**src/design/bpa_pkg.sv**
```systemverilog
// Package: shared types and constants for the bitmap page allocator.
`default_nettype none
package bpa_pkg;

  localparam int FRAME_W = 52;
  localparam int CNT_W   = 13;

  typedef enum logic [1:0] {
    ACT_ALLOC_ONE = 2'd0,
    ACT_ALLOC_RUN = 2'd1,
    ACT_FREE_ONE  = 2'd2,
    ACT_FREE_RUN  = 2'd3
  } action_t;

  typedef enum logic [1:0] {
    ST_OK  = 2'd0,
    ST_OOM = 2'd1,
    ST_BAD = 2'd2
  } status_t;

  localparam logic CFG_BASE_FRAME = 1'b0;
  localparam logic CFG_POOL_PAGES = 1'b1;

  typedef enum logic [3:0] {
    S_CLEAR,
    S_IDLE,
    S_CHECK,
    S_RD,
    S_SCAN,
    S_MARK,
    S_FREE_RD,
    S_FREE_WR,
    S_DONE
  } state_t;

endpackage
`default_nettype wire

```
**src/design/bitmap_page_allocator.sv**
```systemverilog
// Top level: bitmap page-frame allocator with a word-wide bitmap memory.
// One item at a time; the next is taken the cycle after DONE, and the result
// register lets it start while the previous result waits on out_stall.
// After reset a clearing pass zeroes the bitmap, one word a cycle.
`default_nettype none
module bitmap_page_allocator #(
  parameter int PAGES     = 4096,
  parameter int WORD_BITS = 64
) (
  input  wire logic                 clk,
  input  wire logic                 rst_n,
  input  wire logic                 cfg_we,
  input  wire logic                 cfg_index,
  input  wire logic [51:0]          cfg_data,
  input  wire logic                 in_valid,
  output logic                      in_stall,
  input  wire logic [1:0]           in_action,
  input  wire logic [51:0]          in_page_frame,
  input  wire logic [12:0]          in_run_length,
  output logic                      out_valid,
  input  wire logic                 out_stall,
  output logic [51:0]               out_result_frame,
  output logic [1:0]                out_status,
  output logic [12:0]               out_free_pages,
  output logic [12:0]               out_used_pages
);
  localparam int NWORDS = (PAGES + WORD_BITS - 1) / WORD_BITS;
  localparam int AW     = (NWORDS > 1) ? $clog2(NWORDS) : 1;
  localparam int BW     = (WORD_BITS > 1) ? $clog2(WORD_BITS) : 1;
  localparam int PW     = $clog2(PAGES + 1);
  localparam int IW     = PW + 1;

  // configuration registers
  logic [51:0] base_frame_r;
  logic [12:0] pool_pages_r;
  always_ff @(posedge clk) begin
    if (!rst_n) begin
      base_frame_r <= '0;
      pool_pages_r <= 13'd4096;
    end else if (cfg_we) begin
      if (cfg_index == bpa_pkg::CFG_BASE_FRAME) base_frame_r <= cfg_data;
      else pool_pages_r <= cfg_data[12:0];
    end
  end

  // pool size clamped to PAGES
  logic [PW-1:0] n_pool;
  always_comb begin
    if ({{(IW > 13 ? IW-13 : 0){1'b0}}, pool_pages_r} > IW'(PAGES)) n_pool = PW'(PAGES);
    else n_pool = PW'(pool_pages_r);
  end

  // bitmap memory
  logic [WORD_BITS-1:0] mem [NWORDS];
  logic                 mem_we;
  logic [AW-1:0]        mem_wa, mem_ra;
  logic [WORD_BITS-1:0] mem_wd, mem_rd;
  always_ff @(posedge clk) begin
    if (mem_we) mem[mem_wa] <= mem_wd;
    mem_rd <= mem[mem_ra];
  end

  bpa_pkg::state_t state_r, state_nxt;
  logic [1:0]      act_r;
  logic [51:0]     frame_r;
  logic [12:0]     len_r;
  logic [PW-1:0]   p_r, p_nxt;       // current page
  logic [PW-1:0]   i_r, i_nxt;       // pages visited (alloc one) / pages left (mark, free)
  logic [PW-1:0]   run_r, run_nxt;
  logic [PW-1:0]   s_r, s_nxt;       // run start
  logic [PW-1:0]   cursor_r, cursor_nxt;
  logic [PW-1:0]   used_r, used_nxt;
  logic [AW-1:0]   clr_r;
  logic [WORD_BITS-1:0] word_r, word_nxt;
  logic [AW-1:0]   wa_r, wa_nxt;
  logic            wvalid_r, wvalid_nxt;
  logic [51:0]     res_r, res_nxt;
  logic [1:0]      st_r, st_nxt;
  logic            ov_r;
  logic            scan_pending;     // memory data lands in this SCAN cycle

  logic [PW-1:0] free_cnt;
  assign free_cnt = (n_pool > used_r) ? n_pool - used_r : '0;

  logic [AW-1:0] p_word;
  logic [BW-1:0] p_bit;
  assign p_word = AW'(p_r / WORD_BITS);
  assign p_bit  = BW'(p_r % WORD_BITS);

  // word under scan: fresh read data on the first cycle after S_RD
  logic [WORD_BITS-1:0] scan_word;
  assign scan_word = scan_pending ? mem_rd : word_r;

  logic cur_bit;
  always_comb cur_bit = scan_word[BW'(WORD_BITS-1) - p_bit];

  // frame offset check for frees
  logic [52:0] off;
  logic [13:0] cnt_eff;
  logic        free_bad;
  always_comb begin
    off = {1'b0, frame_r} - {1'b0, base_frame_r};
    cnt_eff = (act_r == bpa_pkg::ACT_FREE_ONE) ? 14'd1 : {1'b0, len_r};
    free_bad = off[52] || (off[51:0] >= 52'(n_pool)) ||
               (53'(cnt_eff) > (53'(n_pool) - off));
  end

  // result register can take a new result
  logic out_free;
  assign out_free = !(ov_r && out_stall);

  // next state
  always_comb begin
    state_nxt = state_r;
    unique case (state_r)
      bpa_pkg::S_CLEAR:   if (clr_r == AW'(NWORDS-1)) state_nxt = bpa_pkg::S_IDLE;
      bpa_pkg::S_IDLE:    if (in_valid) state_nxt = bpa_pkg::S_CHECK;
      bpa_pkg::S_CHECK: begin
        if (act_r == bpa_pkg::ACT_ALLOC_ONE || act_r == bpa_pkg::ACT_ALLOC_RUN) begin
          if (n_pool == '0) state_nxt = bpa_pkg::S_DONE;
          else if (act_r == bpa_pkg::ACT_ALLOC_RUN &&
                   (len_r == '0 || 14'(len_r) > 14'(free_cnt))) state_nxt = bpa_pkg::S_DONE;
          else state_nxt = bpa_pkg::S_RD;
        end else if (cnt_eff == '0 || free_bad) state_nxt = bpa_pkg::S_DONE;
        else state_nxt = bpa_pkg::S_FREE_RD;
      end
      bpa_pkg::S_RD:      state_nxt = bpa_pkg::S_SCAN;
      bpa_pkg::S_SCAN: begin
        if (act_r == bpa_pkg::ACT_ALLOC_ONE) begin
          if (!cur_bit) state_nxt = bpa_pkg::S_DONE;
          else if (i_r + 1'b1 == n_pool) state_nxt = bpa_pkg::S_DONE;
          else if (p_bit == BW'(WORD_BITS-1) || p_r + 1'b1 == n_pool) state_nxt = bpa_pkg::S_RD;
        end else begin
          if (!cur_bit && 14'(run_r) + 14'd1 == 14'(len_r)) state_nxt = bpa_pkg::S_MARK;
          else if (p_r + 1'b1 == n_pool) state_nxt = bpa_pkg::S_DONE;
          else if (p_bit == BW'(WORD_BITS-1)) state_nxt = bpa_pkg::S_RD;
        end
      end
      bpa_pkg::S_MARK:    state_nxt = bpa_pkg::S_FREE_WR;
      bpa_pkg::S_FREE_RD: state_nxt = bpa_pkg::S_FREE_WR;
      bpa_pkg::S_FREE_WR: begin
        if (i_r == '0) state_nxt = bpa_pkg::S_DONE;
        else state_nxt = bpa_pkg::S_FREE_RD;
      end
      bpa_pkg::S_DONE:    if (out_free) state_nxt = bpa_pkg::S_IDLE;
      default:            state_nxt = bpa_pkg::S_IDLE;
    endcase
  end

  // datapath and memory control
  always_comb begin
    p_nxt = p_r; i_nxt = i_r; run_nxt = run_r; s_nxt = s_r;
    cursor_nxt = cursor_r; used_nxt = used_r; word_nxt = word_r;
    wa_nxt = wa_r; wvalid_nxt = wvalid_r; res_nxt = res_r; st_nxt = st_r;
    mem_we = 1'b0; mem_wa = clr_r; mem_wd = '0; mem_ra = p_word;
    unique case (state_r)
      bpa_pkg::S_CLEAR: mem_we = 1'b1;
      bpa_pkg::S_IDLE: begin
        res_nxt = '0; st_nxt = bpa_pkg::ST_OK;
      end
      bpa_pkg::S_CHECK: begin
        i_nxt = '0; run_nxt = '0; wvalid_nxt = 1'b0;
        if (act_r == bpa_pkg::ACT_ALLOC_ONE) begin
          p_nxt = (cursor_r < n_pool) ? cursor_r : '0;
          st_nxt = bpa_pkg::ST_OOM;
        end else if (act_r == bpa_pkg::ACT_ALLOC_RUN) begin
          p_nxt = '0;
          st_nxt = (len_r == '0) ? bpa_pkg::ST_BAD : bpa_pkg::ST_OOM;
        end else if (cnt_eff == '0) begin
          res_nxt = frame_r;
        end else if (free_bad) begin
          st_nxt = bpa_pkg::ST_BAD;
        end else begin
          p_nxt = PW'(off);
          i_nxt = PW'(cnt_eff - 14'd1);
          res_nxt = frame_r;
        end
      end
      bpa_pkg::S_RD: mem_ra = p_word;
      bpa_pkg::S_SCAN: begin
        if (act_r == bpa_pkg::ACT_ALLOC_ONE) begin
          if (!cur_bit) begin
            word_nxt = scan_word;
            word_nxt[BW'(WORD_BITS-1) - p_bit] = 1'b1;
            mem_we = 1'b1; mem_wa = p_word; mem_wd = word_nxt;
            used_nxt = used_r + 1'b1;
            cursor_nxt = p_r;
            res_nxt = base_frame_r + 52'(p_r);
            st_nxt = bpa_pkg::ST_OK;
          end else begin
            i_nxt = i_r + 1'b1;
            p_nxt = (p_r + 1'b1 == n_pool) ? '0 : p_r + 1'b1;
          end
        end else begin
          if (!cur_bit && 14'(run_r) + 14'd1 == 14'(len_r)) begin
            s_nxt = PW'(14'(p_r) + 14'd1 - 14'(len_r));
            p_nxt = PW'(14'(p_r) + 14'd1 - 14'(len_r));
            i_nxt = PW'(len_r - 13'd1);
          end else begin
            run_nxt = cur_bit ? '0 : run_r + 1'b1;
            p_nxt = p_r + 1'b1;
          end
        end
      end
      bpa_pkg::S_MARK: begin
        res_nxt = base_frame_r + 52'(s_r);
        st_nxt = bpa_pkg::ST_OK;
        mem_ra = p_word;
      end
      bpa_pkg::S_FREE_RD: mem_ra = p_word;
      bpa_pkg::S_FREE_WR: begin
        // forward the word just written when the walk stays in it
        word_nxt = (wvalid_r && wa_r == p_word) ? word_r : mem_rd;
        if (act_r == bpa_pkg::ACT_ALLOC_RUN) begin
          if (!word_nxt[BW'(WORD_BITS-1) - p_bit]) used_nxt = used_r + 1'b1;
          word_nxt[BW'(WORD_BITS-1) - p_bit] = 1'b1;
        end else begin
          if (word_nxt[BW'(WORD_BITS-1) - p_bit]) used_nxt = used_r - 1'b1;
          word_nxt[BW'(WORD_BITS-1) - p_bit] = 1'b0;
        end
        mem_we = 1'b1; mem_wa = p_word; mem_wd = word_nxt;
        wa_nxt = p_word; wvalid_nxt = 1'b1;
        p_nxt = p_r + 1'b1; i_nxt = i_r - 1'b1;
      end
      default: ;
    endcase
  end

  // scan word capture: the read returns in the cycle after S_RD
  logic load_word;
  assign load_word = (state_r == bpa_pkg::S_RD);

  // state registers
  always_ff @(posedge clk) begin
    if (!rst_n) begin
      state_r <= bpa_pkg::S_CLEAR;
      clr_r <= '0; cursor_r <= '0; used_r <= '0; ov_r <= 1'b0; wvalid_r <= 1'b0;
    end else begin
      state_r <= state_nxt;
      if (state_r == bpa_pkg::S_CLEAR) clr_r <= clr_r + 1'b1;
      cursor_r <= cursor_nxt; used_r <= used_nxt; wvalid_r <= wvalid_nxt;
      if (state_r == bpa_pkg::S_DONE && out_free) ov_r <= 1'b1;
      else if (ov_r && !out_stall) ov_r <= 1'b0;
    end
  end

  always_ff @(posedge clk) begin
    p_r <= p_nxt; i_r <= i_nxt; run_r <= run_nxt; s_r <= s_nxt;
    wa_r <= wa_nxt; res_r <= res_nxt; st_r <= st_nxt;
    scan_pending <= load_word;
    if (state_r == bpa_pkg::S_IDLE) begin
      act_r <= in_action; frame_r <= in_page_frame; len_r <= in_run_length;
    end
    if (scan_pending) word_r <= mem_rd;
    else word_r <= word_nxt;
    if (state_r == bpa_pkg::S_DONE && out_free) begin
      out_result_frame <= res_r;
      out_status <= st_r;
      out_used_pages <= 13'(used_r);
      out_free_pages <= 13'(free_cnt);
    end
  end

  assign in_stall  = (state_r != bpa_pkg::S_IDLE);
  assign out_valid = ov_r;

endmodule
`default_nettype wire

```
**config.mk**
```make
export PLATFORM = sky130hd
export DESIGN_NAME = bitmap_page_allocator
export DESIGN_NICKNAME = d
export VERILOG_FILES = /design/src/design/bpa_pkg.sv /design/src/design/bitmap_page_allocator.sv
export SDC_FILE = /design/constraint.sdc
export NUM_CORES = 2
export LEC_CHECK = 0
export BUFFER_PORTS_ARGS = -buffer_cell sky130_fd_sc_hd__buf_4
export CELL_PAD_IN_SITES_DETAIL_PLACEMENT = 1
export CELL_PAD_IN_SITES_GLOBAL_PLACEMENT = 1
export CORE_ASPECT_RATIO = 0.6
export CORE_MARGIN = 2
export CORE_UTILIZATION = 25
export CTS_CLUSTER_DIAMETER = 150
export DETAILED_ROUTE_END_ITERATION = 12
export GPL_TIMING_DRIVEN = 0
export HOLD_SLACK_MARGIN = 0.03
export PLACE_DENSITY_LB_ADDON = 0.08
export RECOVER_POWER = 25
export SLEW_MARGIN = 25
export SYNTH_ARGS = -nofsm -noshare
export SYNTH_HDL_FRONTEND = slang
export SYNTH_SLANG_ARGS = --single-unit
export TNS_END_PERCENT = 10
```
**constraint.sdc**
```tcl
create_clock -name clk -period 15.5 [get_ports clk]
set_input_delay 0.775 -clock clk [delete_from_list [all_inputs] [get_ports clk]]
set_output_delay 0.775 -clock clk [all_outputs]
set_load 0.02 [all_outputs]
```
== Word-level counts from Yosys, hierarchy flattened ==
Memories as Yosys holds them, arrays and structs flattened. A register that Yosys moved wholly into a read port is not among the register bits.
Index checks and enable logic that the tools add are counted.

* Register bits after elaboration: 427
* Bits in latches: 0
* Bits in writable memories: 4096
* Memory bits (read-only): 0
* Word-level logic and storage cells: 230
* Memories kept: 1

{| class="wikitable"
|+ Memory list
! memory !! words !! width !! read ports !! clocked after Yosys merged registers in !! wr ports !! line !! source
|-
| mem || 64 || 64 || 1 || 1 || 1 || bitmap_page_allocator.sv:54 || <nowiki>logic [WORD_BITS-1:0] mem [NWORDS];</nowiki>
|}

* Add/sub/neg operators: 18
* Multiply operators: 0
* Divide/modulo/power cells: 0
* $lt $le $gt $ge: 8
* Eq/ne operators: 38
* Shift-type cells: 0
* Mux-type cells: 89
* Bitwise gates (word level): 7
* Reduce and logical (&&, ||, !) cells: 45

{| class="wikitable"
|+ Operators by type and width
! kind !! count
|-
| 64-bit two-way mux || 8
|-
| 13-bit two-way mux || 27
|-
| 52-bit two-way mux || 6
|-
| 64-bit case mux with 2 select lines || 2
|-
| 52-bit case mux with 4 select lines || 1
|-
| 64-bit OR || 2
|-
| 52-bit by 13-bit adder with 52-bit output || 2
|-
| 13-bit case mux with 3 select lines || 2
|-
| 13-bit by 1-bit adder with 13-bit output (second input constant) || 5
|-
| 64-bit AND || 1
|-
| 64-bit NOT || 1
|-
| 4-bit two-way mux || 15
|-
| 13-bit by 53-bit greater-than comparator with 1-bit output || 1
|-
| 13-bit by 53-bit subtractor with 53-bit output || 1
|-
| 52-bit by 52-bit subtractor with 53-bit output || 1
|-
| 52-bit by 13-bit >= comparator with 1-bit output || 1
|-
| 13-bit case mux with 2 select lines || 2
|-
| 13-bit by 1-bit subtractor with 13-bit output (second input constant) || 4
|-
| 13-bit logical NOT || 3
|-
| 4-bit case mux with 8 select lines || 1
|-
| 13-bit equality test || 2
|-
| 13-bit greater-than comparator || 2
|-
| 13-bit subtractor || 2
|-
| 3-bit != test (second input constant) || 7
|-
| 44 further kinds || 106
|}

== Depth between registers and ports, before layout ==
* Depth after elaboration: 11
* Gate-level depth with buffers: 35

== Least setup slack after synthesis ==
Ideal clock, no wire load.

* Path type: flip-flop to flip-flop
* Start point: register frame_r[0]
* End point: register res_r[0], enable pin
* Library setup time: 0.526 ns
* Arrival time: 7.973 ns
* Setup slack: 7.001 ns
* Stages on the path, launching flop included: 23
* Path buffers: 1
* Period minus slack after synthesis: 8.499 ns
* Cell sequence: edfxtp_1 inv_1 ha_1 inv_1 fa_1 a211oi_2 o21a_1 o21ai_0 xor2_1 ha_1 clkbuf_1 nand2_1 a211oi_1 o211ai_1 a221oi_1 inv_1 and4bb_1 a21oi_1 a31oi_1 nor4_4 o2111ai_4 a31oi_1 nor3_1

* Longest elaborated chain between the ends: 6

{| class="wikitable"
|+ RTL lines
! item !! line !! source
|-
| start: declaration || bitmap_page_allocator.sv:65 || <nowiki>logic [51:0] frame_r;</nowiki>
|-
| start signal: assignment || bitmap_page_allocator.sv:252 || <nowiki>act_r <= in_action; frame_r <= in_page_frame; len_r <= in_run_length;</nowiki>
|-
| 52-bit by 52-bit subtractor with 53-bit output * || bitmap_page_allocator.sv:102 || <nowiki>off = {1'b0, frame_r} - {1'b0, base_frame_r};</nowiki>
|-
| 13-bit by 53-bit subtractor with 53-bit output / 52-bit by 13-bit >= comparator with 1-bit output (equally long branches) || bitmap_page_allocator.sv:105, bitmap_page_allocator.sv:104 ||
|-
| 13-bit by 53-bit greater-than comparator with 1-bit output / 1-bit logical OR (equally long branches) || bitmap_page_allocator.sv:105, bitmap_page_allocator.sv:104 ||
|-
| 1-bit logical OR * || bitmap_page_allocator.sv:104 || <nowiki>free_bad = off[52] || (off[51:0] >= 52'(n_pool)) ||</nowiki>
|-
| 3-bit != test (no source line) * || - ||
|-
| 6-bit AND reduction (no source line) * || - ||
|-
| end signal: assignment || bitmap_page_allocator.sv:249 || <nowiki>wa_r <= wa_nxt; res_r <= res_nxt; st_r <= st_nxt;</nowiki>
|-
| end: declaration || bitmap_page_allocator.sv:77 || <nowiki>logic [51:0] res_r, res_nxt;</nowiki>
|}

Every way passes the cells marked *; elsewhere a longest branch is shown, timed or not.
A chain may end at the register's enable or synchronous reset.

== Worst setup path in the final report ==
* Start point: register scan_pending
* End point: memory mem[9][39] (data pin)

* Longest elaborated chain between the ends: 6

{| class="wikitable"
|+ RTL lines
! item !! line !! source
|-
| start: declaration || bitmap_page_allocator.sv:80 || <nowiki>logic scan_pending;</nowiki>
|-
| start signal: assignment || bitmap_page_allocator.sv:250 || <nowiki>scan_pending <= load_word;</nowiki>
|-
| 64-bit two-way mux * || bitmap_page_allocator.sv:92 || <nowiki>assign scan_word = scan_pending ? mem_rd : word_r;</nowiki>
|-
| 1-bit binary-select mux with 6-bit select || bitmap_page_allocator.sv:95 || <nowiki>always_comb cur_bit = scan_word[BW'(WORD_BITS-1) - p_bit];</nowiki>
|-
| 1-bit two-way mux (not written as such) || bitmap_page_allocator.sv:95 ||
|-
| 64-bit two-way mux * || bitmap_page_allocator.sv:182 || <nowiki>if (!cur_bit) begin</nowiki>
|-
| 64-bit two-way mux * || bitmap_page_allocator.sv:181 || <nowiki>if (act_r == bpa_pkg::ACT_ALLOC_ONE) begin</nowiki>
|-
| 64-bit case mux with 2 select lines * || bitmap_page_allocator.sv:156 || <nowiki>unique case (state_r)</nowiki>
|-
| named net mem_wd[39] || bitmap_page_allocator.sv:57 || <nowiki>logic [WORD_BITS-1:0] mem_wd, mem_rd;</nowiki>
|-
| end: declaration || bitmap_page_allocator.sv:54 ||
|}

The timed path passes the listed nets; every way through them passes the cells marked *. The select of a mux whose other input is x is not followed.

==> flow_summary_export.csv <==
group,metric,value,unit
synthesis,ys_types,103,
detailed_routing,drt-initial-drc-count,13348,
placement,hpwl,590000,um
worst_setup_path,critical_path.reg2reg.startpoint,"scan_pending",
worst_setup_path,critPathArrivalTime,13.08,ns
synthesis,synth_cells,9637,
final_layout,fin_nets,11246,
clocking,clk_pin_slew_worst_paths,0.08,ns
detailed_routing,wl,777000,um
sta,min_period_over_period,82.6,%
die,std_cell_rows,247,
sta,timing.final.ws_setup,2.69,ns
final_layout,layout_commonest_cell,"edfxtp_1",
synthesis,synth_warnings,0,
sta,clock_skew,0.122,ns
detailed_routing,drcViolationCount,0,
worst_setup_path,crit_required,15.77,ns
synthesis,ys.flop_type,"edfxtp_1",
global_route,grt_util_met3,5.10,%
synthesis,syn-num-nets,9942,
global_route,grt_usage,20.0,%
global_route,overflow,0,
global_route,grt_pass1_wl,1030000,um
sta,setup-tns-final,0,ns
clocking,postCtsSetupBuffers,0,
synthesis,synth_compound_area_share,3.97,%
power,p_per_area,111,nW/um^2
sta,grt_setup_unrepaired,"no",
global_route,grt_max_degree,65,
die,fp.dieW,1130,um
placement,place_inst,20432,
sta,fmax,78.1,MHz
synthesis,synth-seq-cells,4587,
sta,tightest_slew,3.95,ns
worst_setup_path,critPathCaptureType,"flip-flop",
global_route,gr-usage-met2,25.9,%
final_layout,area_delta_synth_final,22.1,%
die,core_area,753000,um^2
placement,gp_congestion,0.851,
global_route,grt_use_met1,32.7,%
power,leakage,67.4,nW
clocking,cts_tree,"yes",
final_layout,drive_gt1_share,26.8,%
clocking,clk_latency,1.11,ns
synthesis,synthMuxAreaShare,17.0,%
clocking,h-tree-depth,5,
detailed_routing,wl_per_cell,36.2,um
synthesis,synth_xor_xnor_area_share,1.04,%
sta,relSlewSlack,-163,%
clocking,cts_buffers,468,
placement,port_buffers,206,
die,ios,207,
worst_setup_path,path_class,"reg -> reg",
status,failed_checks,"max-capacitance violations, max-slew violations",
power,ir_worst_vdd,0.100,mV
worst_setup_path,setup.worst_path.end,"mem[9][39]",
synthesis,ys_seq_area_share,72.2,%
synthesis,syn-cell-area,189000,um^2
die,start_util,25.0,%
global_route,top_usage_layer,"met1",
detailed_routing,vias_per_cell,5.00,
flow_run,maxCapViolCount,40,
clocking,root_buffer,"clkbuf_16",
detailed_routing,vias,107282,
worst_setup_path,reg2reg_depth,14,
detailed_routing,dr.pass1.iters,6,
sta,min_period,12.81,ns
final_layout,final_cell_mix,"4,419 x edfxtp_1, 1,344 x mux4_2, 562 x nand2_1",
synthesis,syn_avg_cell_area,19.6,um^2
final_layout,fin_cells,21450,
power,power.total,25.5,mW
placement,dp_slack,5.85,ns
worst_setup_path,r2r_end,"mem[9][39]",
clocking,cts_buffer_depth,5,
die,die_y,677,um
synthesis,async_flop_share,0,%
die,die_area,761000,um^2
worst_setup_path,startpoint_type,"flip-flop",
clocking,cts_resized,0,
worst_setup_path,cp_max_fo,64,
sta,setup_viol,0,
worst_setup_path,r2r_slack,2.69,ns
sta,finalHoldViolCount,0,
hold_path,hold_class,"in -> reg",
synthesis,yosys.area_share.adder,1.21,%
detailed_routing,antenna_left,0,
global_route,grt_pass1_vias,108430,
synthesis,synthSimpleGateAreaFrac,3.23,%
clocking,clock-sinks,4587,
clocking,holdBufCountCts,123,
status,status,"complete, but fails checks",
synthesis,synth-edff-count,4419,
global_route,antenna_found_initial,143,
sta,finalMaxSlewViolations,1845,
synthesis,synth_top_family_by_area,"multiplexers",
worst_setup_path,startpoint,"scan_pending",
## synthesized netlist by cell type, drive strengths merged, types with 41 or more instances
cell type | n | area (um^2)
dfxtp | 168 | 3360
nor4 | 42 | 314
mux4 | 1344 | 30300
nor2 | 272 | 1020
nand3 | 83 | 420
buf | 147 | 594
a21oi | 238 | 1210
a21boi | 95 | 713
clkbuf | 391 | 1470
nand2 | 563 | 2110
a21o | 92 | 691
xnor2 | 164 | 1440
inv | 165 | 619
a211oi | 42 | 338
mux2i | 158 | 1580
xor2 | 59 | 517
ha | 175 | 2190
a22oi | 48 | 360
o21ai | 294 | 1520
and2 | 61 | 384
o22ai | 41 | 257
nor3 | 62 | 310
edfxtp | 4419 | 133000
nand4 | 58 | 378
## state kept, by name (all words and copies together), names as in the netlist, 52 cells and up
signal	cells
mem	4096
mem_rd	64
word_r	64
base_frame_r	52
frame_r	52
out_result_frame	52
res_r	52
## cells by family after synthesis
logic type,after synthesis
flip-flops,4587
multiplexers,1513
adder cells (fa/ha/maj),180
buffers and inverters,704
XOR/XNOR,223
AND/OR/NAND/NOR,1304
AO/OA/AOI/OAI,1126
## worst min-delay path by stage
stage | cells after the start | to | start
2_1_floorplan | 0 | out_result_frame[0] | res_r[0]
4_1_cts | 4 | pool_pages_r[2] | cfg_we
5_1_grt | 4 | pool_pages_r[2] | cfg_we
3_3_place_gp | 0 | out_result_frame[7] | res_r[7]
3_5_place_dp | 0 | out_result_frame[32] | res_r[32]
6_report | 4 | pool_pages_r[2] | cfg_we
## where the power goes
group | switching, mW | internal [mW] | total (mW)
registers | 0.0317 | 13.5 | 13.5
logic | 0.311 | 0.175 | 0.485
clock network | 5.11 | 6.38 | 11.5
## routing by layer
metal | vias up | share of wire [%]
met5 | - | 0.014
met4 | 16 | 2.1
met3 | 770 | 8.6
met2 | 4085 | 38
met1 | 59829 | 51
li1 | 42582 | -
## per-stage QoR
step                instance area, um^2  utilization [%]  hold slack [ns]
floorplan                        189000                -            0.400
global placement                 203000             26.9            0.414
detailed placement               215000             28.6            0.406
CTS                              231000             30.7            0.146
global route                     230000             30.6            0.220
finish                           230000             30.6            0.257
## critical path, stage by stage (launching register included)
cell      delay, ns
dfxtp_1        0.58
clkbuf_1       0.33
clkbuf_1       0.89
clkbuf_1       1.06
mux2i_1        0.44
o22ai_1        0.15
o41ai_1        0.77
nand4_1        0.18
a221oi_1       1.08
clkbuf_1       0.77
nand2_1        0.63
nor2_1         1.22
clkbuf_1       0.93
a21o_4         0.23
clkbuf_1       2.46
## final cells by class
| class | count | area (um^2) |
|---|---|---|
| diodes | 49 | 123 |
| plain buffers | 538 | 2400 |
| clock buffers | 582 | 12300 |
| clock inverters | 264 | 2530 |
| fillers | 76048 | 523000 |
| inverters | 166 | 627 |
| multi-input cells | 4346 | 50700 |
| flip-flops and latches | 4587 | 136000 |
| well taps | 10084 | 12600 |
| repair buffers | 834 | 12800 |
Note: power is estimated with default switching activity, not from simulation.
